### src/hw/rtl/smomp_pkg.sv
// Shared types and constants for the square-root-of-minus-one block.
package smomp_pkg;

  localparam int PRIME_BITS_DEF   = 40;
  localparam int SEARCH_LIMIT_DEF = 1023;

  localparam int IN_W        = 40;
  localparam int IN_TDATA_W  = 40;
  localparam int STATUS_W    = 2;
  localparam int NONRES_W    = 10;
  localparam int ROOT_W      = 40;
  localparam int OUT_TDATA_W = 96;
  localparam int QUEUE_DEPTH = 2;
  localparam int MIN_PRIME   = 5;

  localparam logic [STATUS_W-1:0] STAT_OK      = 2'd0;
  localparam logic [STATUS_W-1:0] STAT_BAD_MOD = 2'd1;
  localparam logic [STATUS_W-1:0] STAT_NO_NR   = 2'd2;

  typedef enum logic [2:0] {
    S_IDLE,
    S_JAC,
    S_POW,
    S_MUL
  } back_state_t;

  typedef struct packed {
    logic full;
    logic empty;
  } qstat_t;

endpackage

### src/hw/rtl/smomp_front.sv
// Front end: takes input transactions, masks the modulus and flags a bad modulus.
module smomp_front
  import smomp_pkg::*;
#(
  parameter int PRIME_BITS = PRIME_BITS_DEF
) (
  input  logic                  in_tvalid,
  output logic                  in_tready,
  input  logic [IN_TDATA_W-1:0] in_tdata,
  input  qstat_t                q_stat,
  output logic                  push,
  output logic [PRIME_BITS:0]   push_data
);

  logic [PRIME_BITS-1:0] p;
  logic                  bad;

  assign p         = PRIME_BITS'(in_tdata[IN_W-1:0]);
  assign bad       = (p < PRIME_BITS'(MIN_PRIME)) || (p[1:0] != 2'b01);
  assign in_tready = !q_stat.full;
  assign push      = in_tvalid && !q_stat.full;
  assign push_data = {bad, p};

endmodule

### src/hw/rtl/smomp_queue.sv
// Short queue between the front end and the arithmetic back end.
module smomp_queue
  import smomp_pkg::*;
#(
  parameter int W = 41
) (
  input  logic         clk,
  input  logic         rst_n,
  input  logic         push,
  input  logic [W-1:0] push_data,
  input  logic         pop,
  output logic [W-1:0] head,
  output qstat_t       q_stat
);

  localparam int PW = (QUEUE_DEPTH > 1) ? $clog2(QUEUE_DEPTH) : 1;
  localparam int CNTW = $clog2(QUEUE_DEPTH + 1);

  logic [W-1:0]    mem_r [QUEUE_DEPTH];
  logic [PW-1:0]   wr_ptr_r, rd_ptr_r;
  logic [CNTW-1:0] count_r;

  always_ff @(posedge clk) begin
    if (push) begin
      mem_r[wr_ptr_r] <= push_data;
    end
  end

  always_ff @(posedge clk) begin
    if (!rst_n) begin
      wr_ptr_r <= '0;
      rd_ptr_r <= '0;
      count_r  <= '0;
    end else begin
      if (push) begin
        wr_ptr_r <= (wr_ptr_r == PW'(QUEUE_DEPTH - 1)) ? '0 : wr_ptr_r + 1'b1;
      end
      if (pop) begin
        rd_ptr_r <= (rd_ptr_r == PW'(QUEUE_DEPTH - 1)) ? '0 : rd_ptr_r + 1'b1;
      end
      if (push && !pop) begin
        count_r <= count_r + 1'b1;
      end else if (pop && !push) begin
        count_r <= count_r - 1'b1;
      end
    end
  end

  assign head         = mem_r[rd_ptr_r];
  assign q_stat.full  = (count_r == CNTW'(QUEUE_DEPTH));
  assign q_stat.empty = (count_r == '0);

endmodule

### src/hw/rtl/smomp_back.sv
// Back end: Jacobi search for the non-residue, modular exponentiation, result register.
module smomp_back
  import smomp_pkg::*;
#(
  parameter int PRIME_BITS   = PRIME_BITS_DEF,
  parameter int SEARCH_LIMIT = SEARCH_LIMIT_DEF
) (
  input  logic                   clk,
  input  logic                   rst_n,
  input  logic [PRIME_BITS:0]    head,
  input  qstat_t                 q_stat,
  output logic                   pop,
  output logic                   out_valid,
  input  logic                   out_ready,
  output logic [STATUS_W-1:0]    out_status,
  output logic [NONRES_W-1:0]    out_nonres,
  output logic [ROOT_W-1:0]      out_root,
  output logic [ROOT_W-1:0]      out_other
);

  localparam int AW = $clog2(SEARCH_LIMIT + 1);
  localparam int XW = (PRIME_BITS > AW) ? PRIME_BITS : AW;
  localparam int CW = $clog2(PRIME_BITS);
  localparam int PB = PRIME_BITS;

  back_state_t       st_r, st_nxt;
  logic [AW-1:0]     a_r;
  logic [XW-1:0]     x_r, n_r;
  logic              neg_r;
  logic [PB-1:0]     p_r, acc_r, mx_r, my_r, macc_r;
  logic [CW-1:0]     cnt_r, eidx_r;
  logic              sq_r;
  logic              out_valid_r;
  logic [STATUS_W-1:0] status_r;
  logic [NONRES_W-1:0] nonres_r;
  logic [ROOT_W-1:0]   root_r, other_r;

  // Jacobi step.
  logic x_zero, found, a_last, flip2, x_lt_n, flip_q;
  assign x_zero = (x_r == '0);
  assign found  = (n_r == XW'(1)) && neg_r;
  assign a_last = (a_r == AW'(SEARCH_LIMIT));
  assign flip2  = (n_r[2:0] == 3'd3) || (n_r[2:0] == 3'd5);
  assign x_lt_n = (x_r < n_r);
  assign flip_q = (x_r[1:0] == 2'b11) && (n_r[1:0] == 2'b11);

  // One bit of the shift-and-add modular multiplier.
  logic [PB:0]   pe, dbl, dbl_m, sum, mres;
  logic [PB-1:0] mres_pb;
  assign pe      = {1'b0, p_r};
  assign dbl     = {macc_r, 1'b0};
  assign dbl_m   = (dbl >= pe) ? dbl - pe : dbl;
  assign sum     = dbl_m + (my_r[cnt_r] ? {1'b0, mx_r} : '0);
  assign mres    = (sum >= pe) ? sum - pe : sum;
  assign mres_pb = mres[PB-1:0];

  logic mul_last, need_mul, pow_last;
  assign mul_last = (cnt_r == '0);
  assign need_mul = sq_r && p_r[eidx_r];
  assign pow_last = (eidx_r == CW'(2));

  // Outputs of the controller.
  always_comb begin
    pop = (st_r == S_IDLE) && !q_stat.empty && !out_valid_r;
  end

  // Next state.
  always_comb begin
    st_nxt = st_r;
    unique case (st_r)
      S_IDLE: begin
        if (pop && !head[PB]) st_nxt = S_JAC;
      end
      S_JAC: begin
        if (x_zero) begin
          if (found) st_nxt = S_POW;
          else if (a_last) st_nxt = S_IDLE;
        end
      end
      S_POW: st_nxt = S_MUL;
      S_MUL: begin
        if (mul_last && !need_mul) st_nxt = pow_last ? S_IDLE : S_POW;
      end
      default: st_nxt = S_IDLE;
    endcase
  end

  always_ff @(posedge clk) begin
    if (!rst_n) begin
      st_r        <= S_IDLE;
      out_valid_r <= 1'b0;
    end else begin
      st_r <= st_nxt;
      if (out_valid_r && out_ready) begin
        out_valid_r <= 1'b0;
      end
      if (pop && head[PB]) begin
        out_valid_r <= 1'b1;
      end
      if (st_r == S_JAC && x_zero && !found && a_last) begin
        out_valid_r <= 1'b1;
      end
      if (st_r == S_MUL && mul_last && !need_mul && pow_last) begin
        out_valid_r <= 1'b1;
      end
    end
  end

  // Datapath.
  always_ff @(posedge clk) begin
    unique case (st_r)
      S_IDLE: begin
        if (pop) begin
          p_r   <= head[PB-1:0];
          a_r   <= AW'(2);
          x_r   <= XW'(2);
          n_r   <= XW'(head[PB-1:0]);
          neg_r <= 1'b0;
          if (head[PB]) begin
            status_r <= STAT_BAD_MOD;
            nonres_r <= '0;
            root_r   <= '0;
            other_r  <= '0;
          end
        end
      end
      S_JAC: begin
        if (x_zero) begin
          if (found) begin
            acc_r  <= PB'(1);
            eidx_r <= CW'(PB - 1);
          end else if (a_last) begin
            status_r <= STAT_NO_NR;
            nonres_r <= '0;
            root_r   <= '0;
            other_r  <= '0;
          end else begin
            a_r   <= a_r + 1'b1;
            x_r   <= XW'(a_r + 1'b1);
            n_r   <= XW'(p_r);
            neg_r <= 1'b0;
          end
        end else if (!x_r[0]) begin
          x_r   <= x_r >> 1;
          neg_r <= neg_r ^ flip2;
        end else if (x_lt_n) begin
          // Reciprocity swap folded with the following subtraction.
          x_r   <= n_r - x_r;
          n_r   <= x_r;
          neg_r <= neg_r ^ flip_q;
        end else begin
          x_r <= x_r - n_r;
        end
      end
      S_POW: begin
        mx_r   <= acc_r;
        my_r   <= acc_r;
        macc_r <= '0;
        cnt_r  <= CW'(PB - 1);
        sq_r   <= 1'b1;
      end
      S_MUL: begin
        if (!mul_last) begin
          macc_r <= mres_pb;
          cnt_r  <= cnt_r - 1'b1;
        end else begin
          acc_r <= mres_pb;
          if (need_mul) begin
            mx_r   <= mres_pb;
            my_r   <= PB'(a_r);
            macc_r <= '0;
            cnt_r  <= CW'(PB - 1);
            sq_r   <= 1'b0;
          end else if (pow_last) begin
            status_r <= STAT_OK;
            nonres_r <= NONRES_W'(a_r);
            root_r   <= ROOT_W'(mres_pb);
            other_r  <= ROOT_W'(p_r - mres_pb);
          end else begin
            eidx_r <= eidx_r - 1'b1;
          end
        end
      end
      default: begin
      end
    endcase
  end

  assign out_valid  = out_valid_r;
  assign out_status = status_r;
  assign out_nonres = nonres_r;
  assign out_root   = root_r;
  assign out_other  = other_r;

  a_fail_zero: assert property (@(posedge clk) disable iff (!rst_n)
    out_valid_r && (status_r != STAT_OK) |-> (nonres_r == '0) && (root_r == '0))
    else $error("failed item carries nonzero payload");

  a_n_odd: assert property (@(posedge clk) disable iff (!rst_n)
    (st_r == S_JAC) |-> n_r[0])
    else $error("Jacobi denominator became even");

  a_macc_reduced: assert property (@(posedge clk) disable iff (!rst_n)
    (st_r == S_MUL) |-> (macc_r < p_r))
    else $error("multiplier accumulator not reduced");

  a_pop_free: assert property (@(posedge clk) disable iff (!rst_n)
    pop |-> !out_valid_r)
    else $error("job started while result register busy");

endmodule

### src/hw/rtl/sqrt_minus_one_mod_prime.sv
// Top level of the square-root-of-minus-one-modulo-a-prime block.
// For each modulus p (an odd prime with p = 1 mod 4) the block finds the
// least base a >= 2 whose Jacobi symbol (a/p) is -1, raises it to (p-1)/4
// modulo p and returns a, the root s and p - s, the two square roots of -1.
// A modulus below 5 or not 1 mod 4 gives status 1, and a search that passes
// SEARCH_LIMIT gives status 2; both return zero payload. Only the low
// PRIME_BITS bits of the input are used. A front end classifies each
// transaction and places it in a two-entry queue, so the input keeps taking
// transactions while the queue has room, as the back end works and a result
// waits in its output register. The back end handles one item at a time.
// For a valid modulus the Jacobi search runs one shift or subtraction per
// cycle, and the exponentiation runs PRIME_BITS-2 squarings plus one
// multiplication for each set bit of (p-1)/4 on a bit-serial modular
// multiplier.
module sqrt_minus_one_mod_prime
  import smomp_pkg::*;
#(
  parameter int PRIME_BITS   = PRIME_BITS_DEF,
  parameter int SEARCH_LIMIT = SEARCH_LIMIT_DEF
) (
  input  logic                   clk,
  input  logic                   rst_n,
  input  logic                   in_tvalid,
  output logic                   in_tready,
  input  logic [IN_TDATA_W-1:0]  in_tdata,   // [39:0] prime
  output logic                   out_tvalid,
  input  logic                   out_tready,
  output logic [OUT_TDATA_W-1:0] out_tdata,  // [9:0] nonresidue, [49:10] root,
                                             // [89:50] other_root, rest zero
  output logic [STATUS_W-1:0]    out_tuser   // [1:0] status
);

  qstat_t              q_stat;
  logic                push, pop;
  logic [PRIME_BITS:0] push_data, head;
  logic [NONRES_W-1:0] nonres;
  logic [ROOT_W-1:0]   root, other;

  smomp_front #(.PRIME_BITS(PRIME_BITS)) u_front (
    .in_tvalid (in_tvalid),
    .in_tready (in_tready),
    .in_tdata  (in_tdata),
    .q_stat    (q_stat),
    .push      (push),
    .push_data (push_data)
  );

  smomp_queue #(.W(PRIME_BITS + 1)) u_queue (
    .clk       (clk),
    .rst_n     (rst_n),
    .push      (push),
    .push_data (push_data),
    .pop       (pop),
    .head      (head),
    .q_stat    (q_stat)
  );

  smomp_back #(.PRIME_BITS(PRIME_BITS), .SEARCH_LIMIT(SEARCH_LIMIT)) u_back (
    .clk        (clk),
    .rst_n      (rst_n),
    .head       (head),
    .q_stat     (q_stat),
    .pop        (pop),
    .out_valid  (out_tvalid),
    .out_ready  (out_tready),
    .out_status (out_tuser),
    .out_nonres (nonres),
    .out_root   (root),
    .out_other  (other)
  );

  // Results are packed lowest field first and padded to whole bytes.
  assign out_tdata = {6'b0, other, root, nonres};

endmodule
### config.mk
export PLATFORM = sky130hd
export DESIGN_NAME = sqrt_minus_one_mod_prime
export DESIGN_NICKNAME = d
export VERILOG_FILES = /design/src/hw/rtl/smomp_pkg.sv /design/src/hw/rtl/smomp_front.sv /design/src/hw/rtl/smomp_queue.sv /design/src/hw/rtl/smomp_back.sv /design/src/hw/rtl/sqrt_minus_one_mod_prime.sv
export SDC_FILE = /design/constraint.sdc
export NUM_CORES = 1
export LEC_CHECK = 0
export BUFFER_PORTS_ARGS = -buffer_cell sky130_fd_sc_hd__buf_2
export CAP_MARGIN = 20
export CORE_MARGIN = 2
export CORE_UTILIZATION = 40
export CTS_BUF_LIST = sky130_fd_sc_hd__clkbuf_8
export CTS_CLUSTER_SIZE = 8
export DETAILED_ROUTE_END_ITERATION = 12
export GPL_TIMING_DRIVEN = 0
export MAX_ROUTING_LAYER = met4
export SLEW_MARGIN = 10
export SYNTH_ARGS = -nofsm -noshare
export SYNTH_HDL_FRONTEND = slang
export SYNTH_SLANG_ARGS = --single-unit
### constraint.sdc
create_clock -name clk -period 13 [get_ports clk]
set_input_delay 1.3 -clock clk [delete_from_list [all_inputs] [get_ports clk]]
set_output_delay 1.3 -clock clk [all_outputs]
set_load 0.02 [all_outputs]
==> results_tabular.tex, run 1 <==
\begin{tabular}{lr}
\hline
Metric & Value \\
\hline
\multicolumn{2}{l}{\textbf{Min path}} \\
Hold Crit Start & u\_queue.count\_r[1] \\
Hold Path Cell Cnt & 2 \\
Hold EP & u\_queue.count\_r[1] \\
Worst min-delay path class & flip-flop to flip-flop \\
\multicolumn{2}{l}{\textbf{Placement}} \\
IO buf count & roughly 140 \\
Post-placement cell area & 0.0356 mm² \\
Worst-case setup slack after placement & -2390 ps \\
Final HPWL from detailed placement & 90800 µm \\
Final Wtd Congestion & 0.961 \\
\multicolumn{2}{l}{\textbf{Die}} \\
Core Area & 0.0820 mm² \\
Starting density of the core & 0.403 \\
Count of standard-cell rows & 105 \\
Full die area & 0.0849 mm² \\
Height of the die & 291 µm \\
Die width & 291 µm \\
Top-Level Pins & $\sim$140 \\
\multicolumn{2}{l}{\textbf{Yosys}} \\
Synth async-reset ratio & 0 \\
Number of enable-type register cells in the synthesized netlist & 478 \\
Synthesized flop and latch total & 486 \\
Most instantiated cells after synthesis & edfxtp\_1 (478), a21oi\_1 (353), nor2\_1 (331) \\
Synth unique cells & 93 \\
Cell types with the largest area share after synthesis & edfxtp\_1 (43\%), ha\_1 (8.4\%), a21oi\_1 (5.3\%) \\
Number of warnings reported in the yosys synthesis log & 0 \\
Post-synthesis instance area & 0.0330 mm² \\
Most common cell in the netlist & edfxtp\_1 \\
Synthesized instance count & 3309 \\
Predominant post-synthesis flop cell & edfxtp\_1 \\
Cell type with the largest total area after synthesis & edfxtp\_1 \\
Share of the yosys chip area belonging to registers & 0.439 \\
Synthesized area divided by synthesized cell count & about 10 µm² \\
Area fraction of the dominant cell type after synthesis & 0.434 \\
\multicolumn{2}{l}{\textbf{Setup path}} \\
Cell mode on critical path & ha\_1 \\
Reg2reg setup slack & 510 ps \\
Critical R2R Capture & u\_back.out\_other[15] \\
Cell class contributing the biggest share of worst-path delay & compound AO/OA/AOI/OAI gates \\
Worst setup path class & flip-flop to flip-flop \\
CP Buf/Inv Count & 6 \\
Cell count of the worst reg-to-reg path & 52 \\
CP peak stage delay & between 500 and 600 ps \\
Crit Reg-Reg Startpoint & u\_back.p\_r[33] \\
Critical path fanouts, max & 19 \\
Data required time of the worst path & 13450 ps \\
Nature of the critical path endpoint & flip-flop \\
Cell with the largest stage delay on the worst path & or4\_4 \\
Kind of launch point of the worst setup path & flip-flop \\
Data arrival time of the worst path & 12950 ps \\
\multicolumn{2}{l}{\textbf{Cells and area}} \\
Area Overhead vs Synth & 14.5\% \\
Number of nets in the final layout & 3879 \\
Area of all sequential standard cells & 0.0145 mm² \\
Final non-filler cell area & 0.0378 mm² \\
Ratio of cells with drive above 1 in the final layout & 0.144 \\
Number of filler cells placed in the layout & 7942 \\
Area used by multi-input combinational logic & between 0.015 and 0.02 mm² \\
\multicolumn{2}{l}{\textbf{Routing}} \\
Number of remaining DRC errors & 0 \\
Detail Route Antenna Nets & 0 \\
Detail-routed via count per cell & just under 6 \\
Wirelength per Cell & roughly 24 µm \\
DRC violation total after the first TritonRoute iteration & 2597 \\
Number of iterations in the first detailed-routing pass & 6 \\
Drt total wl & 116000 µm \\
Vias after detailed routing & 27400 \\
\multicolumn{2}{l}{\textbf{STA}} \\
Final hold violations & 0 \\
Worst Clk Skew & 33.0 ps \\
Hold\_ws & 511 ps \\
Slew at the pin closest to its max-slew limit & 1160 ps \\
Setup violations, final & 0 \\
Final clock period utilization by the worst path & 0.961 \\
Setup slack of the critical path after layout & 507 ps \\
Max Freq & 80.0 MHz \\
Final Slew Violations & 0 \\
Headroom to the max-slew limit & 0.225 \\
Post-route minimum period & 12490 ps \\
\multicolumn{2}{l}{\textbf{Run}} \\
Reported max-cap violation count & 0 \\
\multicolumn{2}{l}{\textbf{Clocking}} \\
CTS tree & yes \\
Register clock-pin slew on the reported worst setup and hold paths & 60 ps \\
Number of levels the H-tree was split into & 3 \\
TritonCTS Sinks & 486 \\
Root Buffer Master & clkbuf\_8 \\
Later-pin clock latency in the skew report & 740 ps \\
CTS buffer count & 87 \\
Number of buffers inserted by hold repair at cts & 0 \\
Buffer levels on the longest clock path & 3 \\
\multicolumn{2}{l}{\textbf{Outcome}} \\
Status & complete, no violations \\
\multicolumn{2}{l}{\textbf{Global route}} \\
Total overflow reported by the global router & 0 \\
Total GRT Usage & 0.275 \\
Global-route wire length before repair & 169000 µm \\
Initial antenna violation count & 7 \\
Number of global-route vias before repair & about 26000 \\
Largest net degree at the start of global routing & 32 \\
\hline
\end{tabular}
cells by family after synthesis:
family                   Yosys count  share of synthesized area
XOR/XNOR                         214                     0.0573
buffers and inverters            358                     0.0417
AND/OR/NAND/NOR                  967                      0.144
flip-flops                       486                      0.439
multiplexers                     132                     0.0519
AO/OA/AOI/OAI                    902                      0.171
other                              1                   0.000114
adder cells (fa/ha/maj)          249                     0.0944
cells in the final DEF, fill, tap and decap left out, types with 44 or more instances in the layout:
cell type	synthesis	routed
a21oi_1	353	347
inv_1	214	244
nand2_1	158	157
nand3_1	46	46
xor2_1	50	49
buf_4	6	44
clkbuf_8	0	92
clkbuf_1	113	99
nor2_1	331	328
edfxtp_1	478	478
o21ai_0	160	151
and2_1	100	100
nand2b_1	59	59
mux2_2	60	60
a21o_1	99	99
ha_1	223	223
xnor2_1	163	161
nor3_1	67	65
buf_2	2	161
o21bai_1	53	53
sequential cells by signal (all words and copies together) (netlist names), 6 cells and up, named ones only:
signal / count
u_back.a_r: 10
u_back.acc_r: 40
u_back.cnt_r: 6
u_back.eidx_r: 6
u_back.macc_r: 40
u_back.mx_r: 40
u_back.my_r: 40
u_back.n_r: 40
u_back.out_nonres: 10
u_back.out_other: 40
u_back.out_root: 40
u_back.p_r: 40
u_back.x_r: 40
u_queue.mem_r: 82
timing repair:
action | 4_1_cts | 5_1_grt
buffers inserted | 13 | 17
hold endpoints to repair | 0 | 0
setup endpoints to repair | 37 | 28
pin swaps | 3 | 6
gates resized for setup | 36 | 27
metrics by stage:
stage                      util  setup TNS [ps]  instances
after floorplan               -               0       3314
after global placement    0.428         -718250       4521
after detailed placement  0.434          -61500       4564
after CTS                 0.459               0       4727
after global routing      0.461           -3.65       4748
final                     0.461               0       4751
worst reg2reg max path: cells and delay by family (launching register included):
family	cells	cell delay, ps
xor+xnor	2	590
compound gates	26	5490
flops	1	440
fa+ha+maj	6	2120
buf+inv	6	1110
simple gates	12	2470
cell type report:
| class | instances | area share |
|---|---|---|
| multi-input cells | 2470 | 0.460 |
| plain buffers | 134 | 0.0152 |
| flip-flops and latches | 486 | 0.384 |
| diodes | 9 | 0.000595 |
| inverters | 217 | 0.0215 |
| repair buffers | 210 | 0.0357 |
| clock inverters | 64 | 0.0147 |
| clock buffers | 91 | 0.0331 |
| well taps | 1070 | 0.0354 |
worst max path at each step:
stage / start / to / slack (ps) / cells past startpoint
detailed placement: u_back.p_r[33] / u_back.out_other[37] / -2390 / 53
finish: u_back.p_r[33] / u_back.out_other[15] / 510 / 52
global route: u_back.p_r[33] / u_back.out_other[37] / -4 / 53
global placement: u_queue.count_r[0] / u_back.out_root[26] / -7130 / 4
CTS: u_back.p_r[33] / u_back.out_other[37] / 20 / 53
floorplan: u_back.out_valid / u_back.out_nonres[0] / 240 / 3
routing by layer:
layer  wire length, µm  GRT usage  vias up
li1                  -          -    12700
met3              8100     0.0412      217
met4              4160     0.0906        0
met2             53300      0.433     1096
met1             50500      0.364    13400
met5                 0          -        -
Power of run 1 is left out: the tool's default activity adds up to more than one toggle a clock period on the data nets, which glitch-free logic cannot reach.
==> run 2, diff against run 1 <==
--- a/config.mk
+++ b/config.mk
@@ -8,12 +8,13 @@
 export BUFFER_PORTS_ARGS = -buffer_cell sky130_fd_sc_hd__buf_2
 export CAP_MARGIN = 20
 export CORE_MARGIN = 2
-export CORE_UTILIZATION = 40
+export CORE_UTILIZATION = 45
 export CTS_BUF_LIST = sky130_fd_sc_hd__clkbuf_8
 export CTS_CLUSTER_SIZE = 8
 export DETAILED_ROUTE_END_ITERATION = 12
 export GPL_TIMING_DRIVEN = 0
 export MAX_ROUTING_LAYER = met4
+export SETUP_SLACK_MARGIN = 0.1
 export SLEW_MARGIN = 10
 export SYNTH_ARGS = -nofsm -noshare
 export SYNTH_HDL_FRONTEND = slang
==> run 2 against run 1 <==
Hold slack better by 21 ps. Routed wire length fell by 4.4%. Final area is 0.19% lower. Sequential cell count stayed put. First-iteration DRC count fell by 2.8%. Via count decreased by 2.0%. Register-to-register slack better by 50 ps. Largest cell class unchanged.
==> results_tabular.tex, run 2 (synthesis results as in run 1) <==
\begin{tabular}{lr}
\hline
Metric & Value \\
\hline
\multicolumn{2}{l}{\textbf{Setup path}} \\
Data required time of the worst path & 13430 ps \\
CP peak stage delay & 580 ps \\
Worst setup path class & flip-flop to flip-flop \\
Cell with the largest stage delay on the worst path & or4\_4 \\
Nature of the critical path endpoint & flip-flop \\
Cell mode on critical path & ha\_1 \\
Kind of launch point of the worst setup path & flip-flop \\
Critical path fanouts, max & 19 \\
Data arrival time of the worst path & 12870 ps \\
\multicolumn{2}{l}{\textbf{Clocking}} \\
Register clock-pin slew on the reported worst setup and hold paths & 60 ps \\
Number of levels the H-tree was split into & 3 \\
Number of buffers inserted by hold repair at cts & 0 \\
Root Buffer Master & clkbuf\_8 \\
Buffer levels on the longest clock path & 3 \\
TritonCTS Sinks & 486 \\
Later-pin clock latency in the skew report & roughly 730 ps \\
CTS buffer count & between 80 and 90 \\
CTS tree & yes \\
\multicolumn{2}{l}{\textbf{STA}} \\
Headroom to the max-slew limit & 0.299 \\
Final hold violations & 0 \\
Final clock period utilization by the worst path & 0.957 \\
Setup slack of the critical path after layout & 561 ps \\
Final Slew Violations & 0 \\
Slew at the pin closest to its max-slew limit & 1050 ps \\
Hold\_ws & $\sim$530 ps \\
Max Freq & 80.4 MHz \\
Worst Clk Skew & 34.7 ps \\
Post-route minimum period & 12440 ps \\
Setup violations, final & 0 \\
RSZ-0062 raised after global routing & no \\
\multicolumn{2}{l}{\textbf{Die}} \\
Height of the die & 275 µm \\
Count of standard-cell rows & around 100 \\
Core Area & 0.0728 mm² \\
Full die area & 0.0756 mm² \\
Top-Level Pins & roughly 140 \\
Starting density of the core & 0.454 \\
Die width & between 200 and 300 µm \\
\multicolumn{2}{l}{\textbf{Global route}} \\
Largest net degree at the start of global routing & 27 \\
Global-route wire length before repair & 164000 µm \\
Number of global-route vias before repair & $\sim$26000 \\
Total GRT Usage & 0.300 \\
Initial antenna violation count & 4 \\
Total overflow reported by the global router & 0 \\
\multicolumn{2}{l}{\textbf{Routing}} \\
DRC violation total after the first TritonRoute iteration & about 2500 \\
Number of remaining DRC errors & 0 \\
Detail Route Antenna Nets & 0 \\
Number of iterations in the first detailed-routing pass & 6 \\
Drt total wl & 111000 µm \\
Wirelength per Cell & 23.9 µm \\
Detail-routed via count per cell & 5.79 \\
Vias after detailed routing & 26900 \\
\multicolumn{2}{l}{\textbf{Cells and area}} \\
Number of nets in the final layout & 3884 \\
Most frequent cells in the layout & edfxtp\_1 (478), a21oi\_1 (346), nor2\_1 (326) \\
Most common cell after layout, fill and taps aside & edfxtp\_1 \\
Number of filler cells placed in the layout & between 6000 and 7000 \\
Area of all sequential standard cells & 0.0145 mm² \\
Ratio of cells with drive above 1 in the final layout & 0.150 \\
Most flop-heavy register & u\_queue.mem\_r \\
Number of flip-flops under the largest register name & slightly above 80 \\
Area used by multi-input combinational logic & 0.0175 mm² \\
Area Overhead vs Synth & 14.3\% \\
\multicolumn{2}{l}{\textbf{Placement}} \\
Worst-case setup slack after placement & -2950 ps \\
Final Wtd Congestion & slightly above 1 \\
Final HPWL from detailed placement & 86800 µm \\
IO buf count & roughly 140 \\
\multicolumn{2}{l}{\textbf{Run}} \\
Reported max-cap violation count & 0 \\
\multicolumn{2}{l}{\textbf{Outcome}} \\
Status & complete, no violations \\
\multicolumn{2}{l}{\textbf{Min path}} \\
Worst min-delay path class & flip-flop to flip-flop \\
\hline
\end{tabular}
run 2: cell count changes in the layout (fill, tap and decap cells not counted), moves of 4 or more:
cell,before,now
ha_1,223,219
clkinv_2,5,11
clkinv_1,13,18
inv_1,244,239
diode_2,9,1
buf_4,44,54
run 2: repair_timing:
item / in CTS / in global routing
endpoints found under the setup margin: 45 / 26
pin swaps: 3 / 11
buffers inserted: 10 / 25
gates resized for setup: 38 / 54
run 2: final cells by class:
class	count	area share
inverters	217	0.0216
flip-flops and latches	486	0.384
diodes	1	0.0000663
clock buffers	89	0.0324
repair buffers	214	0.0364
multi-input cells	2470	0.463
clock inverters	69	0.0147
plain buffers	135	0.0158
well taps	959	0.0318
run 2: final timing paths:
| check | start | end | slack (ps) | cells after the start |
|---|---|---|---|---|
| worst max-delay path | u_back.p_r[35] | u_back.out_other[29] | 560 | 51 |
| worst min-delay path | u_queue.count_r[1] | u_queue.count_r[1] | 530 | 2 |
| worst max register to register | u_back.p_r[35] | u_back.out_other[29] | 560 | 51 |
| worst min register to register | u_queue.count_r[1] | u_queue.count_r[1] | 530 | 2 |
run 2: per-layer routing:
layer | routed length (µm) | vias to the layer above | GRT usage
met1 | 47400 | 13000 | 0.386
met3 | 6620 | 197 | 0.0341
met2 | 53000 | 938 | 0.488
met5 | 0 | - | -
met4 | 3920 | 0 | 0.109
li1 | - | 12700 | -
run 2: per-stage QoR:
step           cells  cell area (µm²)  TNS [ps]  utilization
2_1_floorplan   3314            33100         0            -
3_3_place_gp    4410            34900   -822570        0.480
3_5_place_dp    4452            35400    -77670        0.487
4_1_cts         4615            37400         0        0.514
5_1_grt         4640            37800         0        0.518
6_report        4640            37800         0        0.518
run 2: worst max-delay path: cells and delay by family, from the launching register on:
family	cells	cell delay, ps
multiplexers	1	360
AND/OR/NAND/NOR	13	3000
flip-flops	1	410
AO/OA/AOI/OAI	24	5160
adder cells (fa/ha/maj)	5	1650
buffers and inverters	6	1090
XOR/XNOR	2	440
Power of run 2 is left out for the same reason.
